File: src/rtl/wsenc_pkg.sv
package wsenc_pkg;

  localparam int unsigned HdrMax = 8;
  localparam int unsigned IdxW = $clog2(HdrMax);

  localparam logic [15:0] SHORT_LENGTH_MAX = 16'd125;
  localparam logic [7:0] FIN_BIT = 8'h80;
  localparam logic [7:0] OP_TEXT = 8'h01;
  localparam logic [7:0] MASK_BIT = 8'h80;
  localparam logic [7:0] LEN_EXT16 = 8'd126;
  localparam logic [7:0] HDR_BYTE0 = FIN_BIT | OP_TEXT;

  // item kinds carried in tuser
  localparam logic KIND_START = 1'b0;
  localparam logic KIND_PAYLOAD = 1'b1;

  // one item's worth of output bytes, byte 0 goes out first
  typedef struct packed {
    logic [HdrMax-1:0][7:0] bytes;
    logic [IdxW-1:0] last_idx;
    logic hdr;
    logic fend;
    logic unexp;
  } burst_t;

endpackage

File: src/rtl/wsenc_frame.sv
module wsenc_frame (
  input  logic               clk,
  input  logic               rst_n,
  input  logic               accept,
  input  logic               kind,
  input  logic [15:0]        payload_length,
  input  logic [31:0]        mask_key,
  input  logic [7:0]         payload_byte,
  output wsenc_pkg::burst_t  burst
);
  import wsenc_pkg::*;

  logic [15:0] bytes_remaining_r, bytes_remaining_nxt;
  logic [31:0] current_mask_r, current_mask_nxt;
  logic [1:0]  mask_position_r, mask_position_nxt;
  logic        frame_open_r, frame_open_nxt;

  logic [7:0]  mbyte;
  logic [15:0] remain_dec;
  logic        long_len;

  assign mbyte = current_mask_r[{mask_position_r, 3'b000} +: 8];
  assign remain_dec = bytes_remaining_r - 16'd1;
  assign long_len = payload_length > SHORT_LENGTH_MAX;

  always_comb begin
    burst = '0;
    bytes_remaining_nxt = bytes_remaining_r;
    current_mask_nxt = current_mask_r;
    mask_position_nxt = mask_position_r;
    frame_open_nxt = frame_open_r;
    if (kind == KIND_START) begin
      burst.hdr = 1'b1;
      burst.bytes[0] = HDR_BYTE0;
      if (long_len) begin
        burst.bytes[1] = MASK_BIT | LEN_EXT16;
        burst.bytes[2] = payload_length[15:8];
        burst.bytes[3] = payload_length[7:0];
        burst.bytes[4] = mask_key[7:0];
        burst.bytes[5] = mask_key[15:8];
        burst.bytes[6] = mask_key[23:16];
        burst.bytes[7] = mask_key[31:24];
        burst.last_idx = IdxW'(7);
      end else begin
        burst.bytes[1] = MASK_BIT | payload_length[7:0];
        burst.bytes[2] = mask_key[7:0];
        burst.bytes[3] = mask_key[15:8];
        burst.bytes[4] = mask_key[23:16];
        burst.bytes[5] = mask_key[31:24];
        burst.last_idx = IdxW'(5);
      end
      burst.fend = (payload_length == 16'd0);
      current_mask_nxt = mask_key;
      mask_position_nxt = 2'd0;
      bytes_remaining_nxt = payload_length;
      frame_open_nxt = (payload_length != 16'd0);
    end else if (!frame_open_r) begin
      burst.bytes[0] = payload_byte;
      burst.unexp = 1'b1;
    end else begin
      burst.bytes[0] = payload_byte ^ mbyte;
      burst.fend = (remain_dec == 16'd0);
      mask_position_nxt = mask_position_r + 2'd1;
      bytes_remaining_nxt = remain_dec;
      frame_open_nxt = (remain_dec != 16'd0);
    end
  end

  always_ff @(posedge clk) begin
    if (!rst_n) begin
      bytes_remaining_r <= '0;
      current_mask_r <= '0;
      mask_position_r <= '0;
      frame_open_r <= 1'b0;
    end else if (accept) begin
      bytes_remaining_r <= bytes_remaining_nxt;
      current_mask_r <= current_mask_nxt;
      mask_position_r <= mask_position_nxt;
      frame_open_r <= frame_open_nxt;
    end
  end

endmodule

File: src/rtl/wsenc_burst.sv
module wsenc_burst (
  input  logic              clk,
  input  logic              rst_n,
  input  logic              load,
  input  wsenc_pkg::burst_t burst,
  output logic              done,
  output logic              out_tvalid,
  input  logic              out_tready,
  output logic [7:0]        out_tdata,
  output logic              out_tlast,
  output logic [2:0]        out_tuser
);
  import wsenc_pkg::*;

  logic             valid_r;
  logic [IdxW-1:0]  pos_r;
  burst_t           buf_r;
  logic             at_last;

  assign at_last = (pos_r == buf_r.last_idx);
  // buffer frees up in this cycle (empty, or last byte leaving)
  assign done = !valid_r || (out_tready && at_last);

  assign out_tvalid = valid_r;
  assign out_tdata = buf_r.bytes[pos_r];
  assign out_tlast = at_last;
  assign out_tuser = {buf_r.unexp, buf_r.fend && at_last, buf_r.hdr};

  always_ff @(posedge clk) begin
    if (!rst_n) begin
      valid_r <= 1'b0;
      pos_r <= '0;
    end else if (load) begin
      valid_r <= 1'b1;
      pos_r <= '0;
    end else if (valid_r && out_tready) begin
      if (at_last) begin
        valid_r <= 1'b0;
      end else begin
        pos_r <= pos_r + IdxW'(1);
      end
    end
  end

  always_ff @(posedge clk) begin
    if (load) begin
      buf_r <= burst;
    end
  end

endmodule

File: src/rtl/websocket_client_frame_encoder_core.sv
// output: first result byte is registered, shown in the cycle after the input transfer
// throughput: one output byte per cycle while out_tready is high; payload items one per
// cycle while out_tready is high; a start item loads a 6-byte header (length up to 125)
// or an 8-byte one (extended length), and the next item waits while the single output byte lane drains it
// reset: synchronous active low, clears frame state and empties the output buffer
module websocket_client_frame_encoder_core (
  input  logic        clk,
  input  logic        rst_n,
  input  logic        in_tvalid,
  output logic        in_tready,
  input  logic [55:0] in_tdata,   // payload_length[15:0], mask_key[47:16], payload_byte[55:48]
  input  logic [0:0]  in_tuser,   // kind[0]
  output logic        out_tvalid,
  input  logic        out_tready,
  output logic [7:0]  out_tdata,  // out_byte[7:0]
  output logic        out_tlast,  // run_last: last byte caused by one input transfer
  output logic [2:0]  out_tuser   // is_header[0], frame_end[1], unexpected_byte[2]
);
  import wsenc_pkg::*;

  logic   accept;
  logic   buf_done;
  burst_t burst;

  // a new item may enter while the last byte of the previous burst leaves
  assign in_tready = buf_done;
  assign accept = in_tvalid && in_tready;

  // header build, payload masking and frame state
  wsenc_frame u_frame (
    .clk            (clk),
    .rst_n          (rst_n),
    .accept         (accept),
    .kind           (in_tuser[0]),
    .payload_length (in_tdata[15:0]),
    .mask_key       (in_tdata[47:16]),
    .payload_byte   (in_tdata[55:48]),
    .burst          (burst)
  );

  // result register, emits the burst one byte per transfer
  wsenc_burst u_burst (
    .clk        (clk),
    .rst_n      (rst_n),
    .load       (accept),
    .burst      (burst),
    .done       (buf_done),
    .out_tvalid (out_tvalid),
    .out_tready (out_tready),
    .out_tdata  (out_tdata),
    .out_tlast  (out_tlast),
    .out_tuser  (out_tuser)
  );

endmodule

File: config.mk
export PLATFORM = sky130hd
export DESIGN_NAME = websocket_client_frame_encoder_core
export DESIGN_NICKNAME = d
export VERILOG_FILES = /design/src/rtl/wsenc_pkg.sv /design/src/rtl/wsenc_frame.sv /design/src/rtl/wsenc_burst.sv /design/src/rtl/websocket_client_frame_encoder_core.sv
export SDC_FILE = /design/constraint.sdc
export NUM_CORES = 1
export LEC_CHECK = 0
export BUFFER_PORTS_ARGS = -buffer_cell sky130_fd_sc_hd__buf_2
export CORE_MARGIN = 8
export CORE_UTILIZATION = 45
export DETAILED_ROUTE_END_ITERATION = 7
export MAX_ROUTING_LAYER = met4
export PLACE_DENSITY = 0.75
export SLEW_MARGIN = 20
export SYNTH_ARGS = -nofsm -noshare
export SYNTH_HDL_FRONTEND = slang
export SYNTH_SLANG_ARGS = --single-unit
File: constraint.sdc
create_clock -name clk -period 4.15 [get_ports clk]
set_input_delay 1.0375 -clock clk [delete_from_list [all_inputs] [get_ports clk]]
set_output_delay 1.0375 -clock clk [all_outputs]
set_load 0.03 [all_outputs]
==> results of run 1 <==
stage by stage:
step                instances  worst slack [ns]
global route              859             0.427
finish                    859             0.585
CTS                       857             0.519
floorplan                 612             0.855
global placement          825             0.994
detailed placement        825             0.965
worst min-delay path, stage by stage, from the launching register on:
cell	delay, ns
dfxtp_1	0.33
nand2_1	0.06
o21ai_0	0.06
final timing paths:
path	depth (start not counted)	to
max	4	out_tdata[3]
min	2	u_frame.bytes_remaining_r[6]
max reg2reg	6	u_frame.bytes_remaining_r[2]
min reg2reg	2	u_frame.bytes_remaining_r[6]
cells by family (layout without fill, tap and decap cells):
kind of cell    Yosys count  count (layout)
compound gates          116             116
xor+xnor                 11              11
fa+ha+maj                 3               3
buf+inv                  68             133
flops                   123             123
mux                      65              65
other cells               0               2
simple gates            226             226
cell type report:
cell class              count  area (um^2)
repair buffers             85          465
fillers                  1158         6480
clock inverters            15          188
inverters                  16         60.1
diodes                      2         5.00
multi-input cells         421         2940
flip-flops and latches    123         3140
clock buffers              17          425
well taps                 180          225
flip-flops by register name (all words and copies together), names as in the netlist:
signal,cells
u_burst.out_tvalid,1
u_frame.mask_position_r,2
u_frame.current_mask_r,32
u_burst.buf_r,66
u_frame.frame_open_r,1
u_burst.out_tuser,2
u_frame.bytes_remaining_r,16
u_burst.pos_r,3
power groups by stage:
stage	clock (mW)	combinational, mW	sequential [mW]
floorplan	0	0.323	1.42
global placement	0	0.413	1.44
detailed placement	0	0.425	1.44
CTS	1.54	0.428	1.42
global route	1.59	0.469	1.43
finish	1.53	0.434	1.42
cells in the final DEF (no fill, tap or decap), types with 6 or more instances in the layout:
| cell | synthesis | layout |
|---|---|---|
| and3_1 | 19 | 19 |
| nand3_1 | 9 | 9 |
| edfxtp_1 | 68 | 68 |
| inv_1 | 16 | 15 |
| o21ai_0 | 23 | 23 |
| xor2_1 | 9 | 9 |
| nor2_1 | 37 | 37 |
| buf_2 | 10 | 74 |
| nor2b_1 | 35 | 35 |
| dfxtp_1 | 55 | 55 |
| clkbuf_16 | 0 | 17 |
| mux2_2 | 8 | 8 |
| mux2i_1 | 33 | 33 |
| nor4_1 | 6 | 6 |
| nor3_1 | 8 | 8 |
| nand2_1 | 74 | 74 |
| a21boi_0 | 6 | 6 |
| mux4_2 | 24 | 24 |
| buf_4 | 5 | 10 |
| nand2b_1 | 8 | 8 |
| a21oi_1 | 52 | 52 |
per-layer routing:
metal / track usage (%) / wire length (um) / vias to the layer above / part of all wire [%]
met5: - / 0 / - / 0
met4: 9.93 / 545 / 0 / 3.2
met3: 4.75 / 1700 / 37 / 10
met2: 27.9 / 7540 / 300 / 45
met1: 24.5 / 7110 / 2349 / 42
li1: - / - / 2331 / -
==> out/metrics.cfg, run 1 <==
[floorplanning]
start_util_pct = 46.1
die_w_um = 135
core-area_mm2 = 0.0139
die-area_mm2 = 0.0183
ioPinCount = 75
die_h_um = 135
rows = 43

[run_status]
status = complete, no violations

[timing]
tightest_slew_ns = 0.969
fin_crit_sh_pct = 85.9
drv_slew = 0
min_period_ns = 3.56
slew_headroom_pct = 35.4
finalSetupViolCount = 0
rsz0062_at_grt = no
clock-skew-final_ns = 0.00800
hold_ws_ns = 0.501
fin_setup_tns_ns = 0
max_clock_freq_ghz = 0.281
hold_violations = 0

[finish]
fin_area_mm2 = 0.00745
final_util_pct = 53.5
fin_nets = 728
final_layout_size_suffix_gt1_share_pct = 23.9
area_growth_pct = 16.2

[route]
viasPerCell = 5.84
drtPass1Iterations = 5
avgRoutedWirePerCell_um = 19.7
wirelength_mm = 16.9
drtAntennaViolNets = 0
route.detailed.drc = 0
via_count = 5017
drt_iter0_drc = 542

[setup_path]
critPathBufInv = 2
setup.worst_path.class = flip-flop to output port
crit_required_ns = 3.11
rr_startpoint = u_burst.pos_r[0]
cp_max_fo = 13
cp-start-kind = flip-flop
critical-path-top-delay-family = flip-flops
cp_slowest_cell = dfxtp_1
cp_cell_sequence = buf_4 -> mux4_2 -> mux2_2 -> buf_2
critPathMaxStageDelay_ns = 0.80
critPathArrivalTime_ns = 2.53
end_kind = output port
critPathLaunch = u_burst.pos_r[0]
rrSetupSlack_ns = 1.25

[logic_synthesis]
ys.flop_type = edfxtp_1
synthMuxAreaShare_pct = 15.0
synthAdderAreaFrac_pct = 0.585
syn_area_per_cell_um2 = 10.5
netlist_instances = 612
synthXorXnorAreaFrac_pct = 1.50
synth_area_mm2 = 0.00642
synth_edf_count = 68
async_flop_share_pct = 0
ys_types = 60
synth_top_family_by_area = simple AND/OR/NAND/NOR gates
synth_warnings = 0
yosys.area.top_type = edfxtp_1
synth-compound-area-share_pct = 10.6
synth_fp_nets = 676
yosysMostFrequentCell = nand2_1
synth_seq_cells = 123
seq_area_frac_synth_pct = 49.0
yosys.area_share.simple_pct = 18.1
synthTopCellsByCount = 74 x nand2_1, 68 x edfxtp_1, 55 x dfxtp_1
yosysTopAreaCellShare_pct = 31.8
synthTopCellsByArea = edfxtp_1 32%, dfxtp_1 17%, mux4_2 8.4%

[power]
power.switching_mw = 0.885
sequentialPowerShare_pct = 42.0
leakage_nw = 2.80
clock_power_share_pct = 45.2
swShare_pct = 26.2
power_mw = 3.38
intPower_mw = 2.50
peakVddDrop_mv = 0.349
pwr-share-comb_pct = 12.8
power_density_mw_per_mm2 = 454

[cts]
hold_buffers = 0
htree_levels = 4
path_clk_slew_ns = 0.05
cts_setup_buffers = 0
cts_inserted_buffers = 17
cts_tree = built
clock_sinks = 123
clock_latency_ns = 0.41
clock_path_buffers = 2
cts-resized-gates = 0
cts_root_buffer = clkbuf_16

[grt]
globalRouteTotalUtil_pct = 19.3
antenna_found_initial = 2
grt_pass1_vias = 4905
grt_max_degree = 64
grt_pass1_wl_mm = 26.3
grt_overflow = 0

[place]
place.gp.congestion = 0.905
dp_hpwl_mm = 12.1
placed_area_mm2 = 0.00684
io_buffers = 74

[worst_hold_path]
hold_start = u_frame.bytes_remaining_r[6]
hp-class = flip-flop to flip-flop

[run]
maxCapViolations = 0

(Power assumes the default switching activity.)
==> run 2, diff against run 1 <==
--- a/config.mk
+++ b/config.mk
@@ -10,7 +10,6 @@
 export CORE_UTILIZATION = 45
 export DETAILED_ROUTE_END_ITERATION = 7
 export MAX_ROUTING_LAYER = met4
-export PLACE_DENSITY = 0.75
 export SLEW_MARGIN = 20
 export SYNTH_ARGS = -nofsm -noshare
 export SYNTH_HDL_FRONTEND = slang
==> run 2 against run 1 <==
Against the previous run:
- utilization about the same
- critical path depth decreased by 1
- highest routed layer unchanged
- wire length grew 2.4%
- fmax increased by 4.9%
- first-iteration DRC count shrank 15%
- final cell count shrank 0.23%
- register-to-register slack worse by 0.05 ns
- count of clock-buffer cells in the layout grew 4
- combinational power hardly changed
- worst setup slack better by 0.17 ns
==> out/metrics.cfg, run 2 (synthesis results as in run 1) <==
[run_status]
status = complete, no violations

[cts]
htree_levels = 4
cts-resized-gates = 0
hold_buffers = 0
clock_latency_ns = 0.41
cts_inserted_buffers = 17
cts_tree = built
cts_setup_buffers = 0
cts_root_buffer = clkbuf_16
clock_path_buffers = 2
clock_sinks = 123
path_clk_slew_ns = 0.06

[setup_path]
cp_slowest_cell = dfxtp_1
cp-start-kind = flip-flop
critical-path-top-delay-family = flip-flops
critPathMaxStageDelay_ns = 0.89
end_kind = output port
cp_cell_sequence = mux4_2 -> mux2_2 -> buf_2
critPathArrivalTime_ns = 2.36
setup.worst_path.class = flip-flop to output port
crit_required_ns = 3.11
cp_max_fo = 19
critPathBufInv = 1

[timing]
fin_setup_tns_ns = 0
drv_slew = 0
clock-skew-final_ns = 0.00707
slew_headroom_pct = 34.9
fin_crit_sh_pct = 81.9
fin_ws_ns = 0.751
tightest_slew_ns = 0.977
finalSetupViolCount = 0
hold_violations = 0
rsz0062_at_grt = no
min_period_ns = 3.40
max_clock_freq_ghz = 0.294

[route]
drtAntennaViolNets = 0
drtPass1Iterations = 5
drt_iter0_drc = 462
route.detailed.drc = 0
viasPerCell = 5.77
avgRoutedWirePerCell_um = 20.2
via_count = 4946
wirelength_mm = 17.3

[floorplanning]
die_w_um = 135
die_h_um = 135
die-area_mm2 = 0.0183
rows = 43
start_util_pct = 46.1
core-area_mm2 = 0.0139
ioPinCount = 75

[power]
pwr-share-comb_pct = 12.8
leakage_nw = 2.80
swShare_pct = 26.0
power.switching_mw = 0.874
power_density_mw_per_mm2 = 451
power_mw = 3.37
clock_power_share_pct = 44.9
peakVddDrop_mv = 0.286
sequentialPowerShare_pct = 42.2
intPower_mw = 2.49

[run]
maxCapViolations = 0

[finish]
top_register = u_burst.buf_r
final_cell_mix = 74 x nand2_1, 74 x buf_2, 68 x edfxtp_1, 54 x dfxtp_1, 52 x a21oi_1
largest_reg_flops = 66
fin_area_mm2 = 0.00746
nFillCells = 1252
area_growth_pct = 16.2
top_regs = u_burst.buf_r (66), u_frame.current_mask_r (32), u_frame.bytes_remaining_r (16)
final_layout_size_suffix_gt1_share_pct = 24.0
fin_nets = 727

[grt]
grt_max_degree = 69
globalRouteTotalUtil_pct = 20.1
grt_overflow = 0
grt_pass1_vias = 4692
grt_pass1_wl_mm = 27.0
antenna_found_initial = 0

[place]
dp_hpwl_mm = 12.4
placed_area_mm2 = 0.00683
place.gp.congestion = 0.903
io_buffers = 74
pre_cts_ws_ns = 0.859

[worst_hold_path]
hp-class = flip-flop to flip-flop

[run 2: cell count changes in the layout (fill, tap and decap cells not counted), moves of 2 or more]
| cell | change |
|---|---|
| bufinv_16 | -2 |
| clkbuf_16 | +3 |
| clkinv_4 | -2 |
| inv_4 | +3 |
| inv_6 | -4 |
[run 2: worst paths after layout]
check                               startpoint                           end  slack (ns)  depth (start not counted)
setup / recovery              u_burst.pos_r[1]                  out_tdata[7]        0.75                          3
hold / removal    u_frame.bytes_remaining_r[6]  u_frame.bytes_remaining_r[6]        0.50                          2
setup reg to reg              u_burst.pos_r[1]     u_frame.current_mask_r[7]        1.20                          7
hold reg to reg   u_frame.bytes_remaining_r[6]  u_frame.bytes_remaining_r[6]        0.50                          2
[run 2: cell type report]
| type | instances | area, um^2 | share of cell area (%) |
|---|---|---|---|
| antenna | 1 | 2.50 | 0.0336 |
| clock inverter | 11 | 101 | 1.36 |
| timing repair buffer | 84 | 458 | 6.14 |
| inverter | 16 | 60.1 | 0.806 |
| clock buffer | 21 | 514 | 6.90 |
| sequential | 123 | 3140 | 42.2 |
| tap | 180 | 225 | 3.02 |
| multi-input combinational | 421 | 2950 | 39.6 |
[run 2: per-layer routing]
layer  vias up  global-route usage, %  share of wire, %
met5         -                      -                 0
met4         0                   5.12              0.94
met3        12                   4.34               7.1
met2       196                   27.9                43
met1      2406                   28.9                49
li1       2332                      -                 -
[run 2: power groups by stage]
stage,Combinational [mW],Clock [mW],Sequential [mW]
after floorplan,0.323,0,1.42
after global placement,0.422,0,1.44
after detailed placement,0.429,0,1.45
after CTS,0.431,1.53,1.42
after global routing,0.474,1.58,1.43
final,0.432,1.51,1.42
[run 2: worst register-to-register path: cells and delay by family, from the launching register on]
family	cells	cell delay (ns)
AND/OR/NAND/NOR	2	0.66
AO/OA/AOI/OAI	2	0.55
flip-flops	1	0.89
multiplexers	1	0.21
XOR/XNOR	1	0.19
buffers and inverters	1	0.33
[run 2: per-stage QoR]
| stage | hold slack, ns | util, % | std cells |
|---|---|---|---|
| floorplan | 0.456 | - | 612 |
| global placement | 0.477 | 49.0 | 824 |
| detailed placement | 0.491 | 49.0 | 824 |
| CTS | 0.493 | 53.4 | 856 |
| global route | 0.536 | 53.5 | 856 |
| finish | 0.500 | 53.5 | 857 |
==> run 3, diff against run 2 <==
--- a/config.mk
+++ b/config.mk
@@ -10,6 +10,7 @@
 export CORE_UTILIZATION = 45
 export DETAILED_ROUTE_END_ITERATION = 7
 export MAX_ROUTING_LAYER = met4
+export PLACE_DENSITY = 0.67
 export SLEW_MARGIN = 20
 export SYNTH_ARGS = -nofsm -noshare
 export SYNTH_HDL_FRONTEND = slang
==> constraint.sdc (replaced) <==
create_clock -name clk -period 3.1 [get_ports clk]
set_input_delay 0.775 -clock clk [delete_from_list [all_inputs] [get_ports clk]]
set_output_delay 0.775 -clock clk [all_outputs]
set_load 0.03 [all_outputs]
==> run 3 against run 2 <==
Against the previous run:
- final area increased by 1.7%
- largest cell class unchanged
- first-iteration DRC count increased by 19%
- register-to-register slack got worse by 0.66 ns
- utilization increased by 0.93 points
- critical endpoint is now out_tdata[2]
- non-clock buffer count increased by 9
- sequential power increased by 33%
==> out/metrics.cfg, run 3 (synthesis results as in run 1) <==
[place]
place.gp.congestion = 0.902
dp_hpwl_mm = 11.7
io_buffers = 74

[cts]
clock_sinks = 123
cts-resized-gates = 0
cts_setup_buffers = 0
clock_latency_ns = 0.42
cts_tree = built
htree_levels = 4
cts_root_buffer = clkbuf_16
hold_buffers = 0
path_clk_slew_ns = 0.06
cts_inserted_buffers = 17
clock_path_buffers = 2

[timing]
fin_crit_sh_pct = 92.6
clock-skew-final_ns = 0.00955
min_period_ns = 2.87
hold_violations = 0
hold_ws_ns = 0.509
slew_headroom_pct = 52.5
max_clock_freq_ghz = 0.348
rsz0062_at_grt = no
finalSetupViolCount = 0
tightest_slew_ns = 0.712
fin_setup_tns_ns = 0
drv_slew = 0

[power]
power_density_mw_per_mm2 = 610
peakVddDrop_mv = 0.280
leakage_nw = 2.86

[grt]
grt_overflow = 0
grt_max_degree = 51
grt_pass1_vias = 4998
antenna_found_initial = 0
globalRouteTotalUtil_pct = 19.6
grt_pass1_wl_mm = 27.1

[run_status]
status = complete, no violations

[route]
route.detailed.drc = 0
via_count = 5013
viasPerCell = 5.80
avgRoutedWirePerCell_um = 19.6
wirelength_mm = 16.9
drt_iter0_drc = 548
drtAntennaViolNets = 0
drtPass1Iterations = 5

[worst_hold_path]
hp-class = flip-flop to flip-flop
hold_start = u_frame.bytes_remaining_r[6]

[setup_path]
cp_slowest_cell = dfxtp_1
critPathLaunch = u_burst.pos_r[1]
cp_cell_sequence = buf_4 -> mux4_2 -> mux2_2 -> buf_2
critPathMaxStageDelay_ns = 0.62
cp-start-kind = flip-flop
crit_required_ns = 2.32
critPathArrivalTime_ns = 2.10
setup.worst_path.class = flip-flop to output port
critPathBufInv = 2
critical-path-top-delay-family = flip-flops
cp_max_fo = 8
end_kind = output port
rr_startpoint = u_burst.pos_r[2]

[finish]
fin_nets = 736
top_regs = u_burst.buf_r (66), u_frame.current_mask_r (32), u_frame.bytes_remaining_r (16)
largest_reg_flops = 66
final_layout_size_suffix_gt1_share_pct = 24.7
top_register = u_burst.buf_r
area_growth_pct = 18.2
insertedDiodeCount = 0
final_cell_mix = 74 x nand2_1, 74 x buf_2, 68 x edfxtp_1, 55 x dfxtp_1, 52 x a21oi_1

[floorplanning]
rows = 43
start_util_pct = 46.1
die_h_um = 135
ioPinCount = 75
die_w_um = 135
core-area_mm2 = 0.0139
die-area_mm2 = 0.0183

[run]
maxCapViolations = 0

## run 3: cell type report
class / count / area [um^2]
Clock buffer: 23 / 532
Timing Repair Buffer: 93 / 563
Sequential cell: 123 / 3140
Inverter: 16 / 63.8
Clock inverter: 9 / 116
Tap cell: 180 / 225
Fill cell: 1185 / 6350
Multi-Input combinational cell: 421 / 2940
## run 3: report_power, final
part,internal [mW],switching [mW]
registers,1.83,0.0625
clock network,1.38,0.752
logic,0.249,0.355
## run 3: path summary, 6_finish.rpt
| check | end | slack [ns] | depth (start not counted) |
|---|---|---|---|
| hold reg to reg | u_frame.bytes_remaining_r[6] | 0.51 | 2 |
| hold / removal | u_frame.bytes_remaining_r[6] | 0.51 | 2 |
| setup reg to reg | u_frame.bytes_remaining_r[2] | 0.54 | 6 |
| setup / recovery | out_tdata[2] | 0.23 | 4 |
## run 3: per-layer routing
metal / routed length, um / vias to the layer above / track usage [%]
met4: 446 / 0 / 8.45
met5: 0 / - / -
met3: 1090 / 34 / 3.97
met1: 7680 / 2424 / 25.8
met2: 7700 / 209 / 28.7
li1: - / 2346 / -
## run 3: metrics by stage
step	instances	util, %	worst slack (ns)	cell area (um^2)	power [mW]
3_3_place_gp	833	49.8	0.446	6940	2.50
4_1_cts	865	54.4	0.208	7590	4.65
3_5_place_dp	833	49.8	0.421	6940	2.52
2_1_floorplan	612	-	0.183	6420	2.33
5_1_grt	865	54.4	0.136	7590	4.79
6_report	865	54.4	0.230	7590	4.63
## run 3: worst reg2reg max path: stages (launching register included)
cell      delay [ns]
dfxtp_1         0.49
or3_1           0.46
a211oi_1        0.31
o21ai_1         0.14
nor2_2          0.58
o21ai_0         0.19
a31o_2          0.29
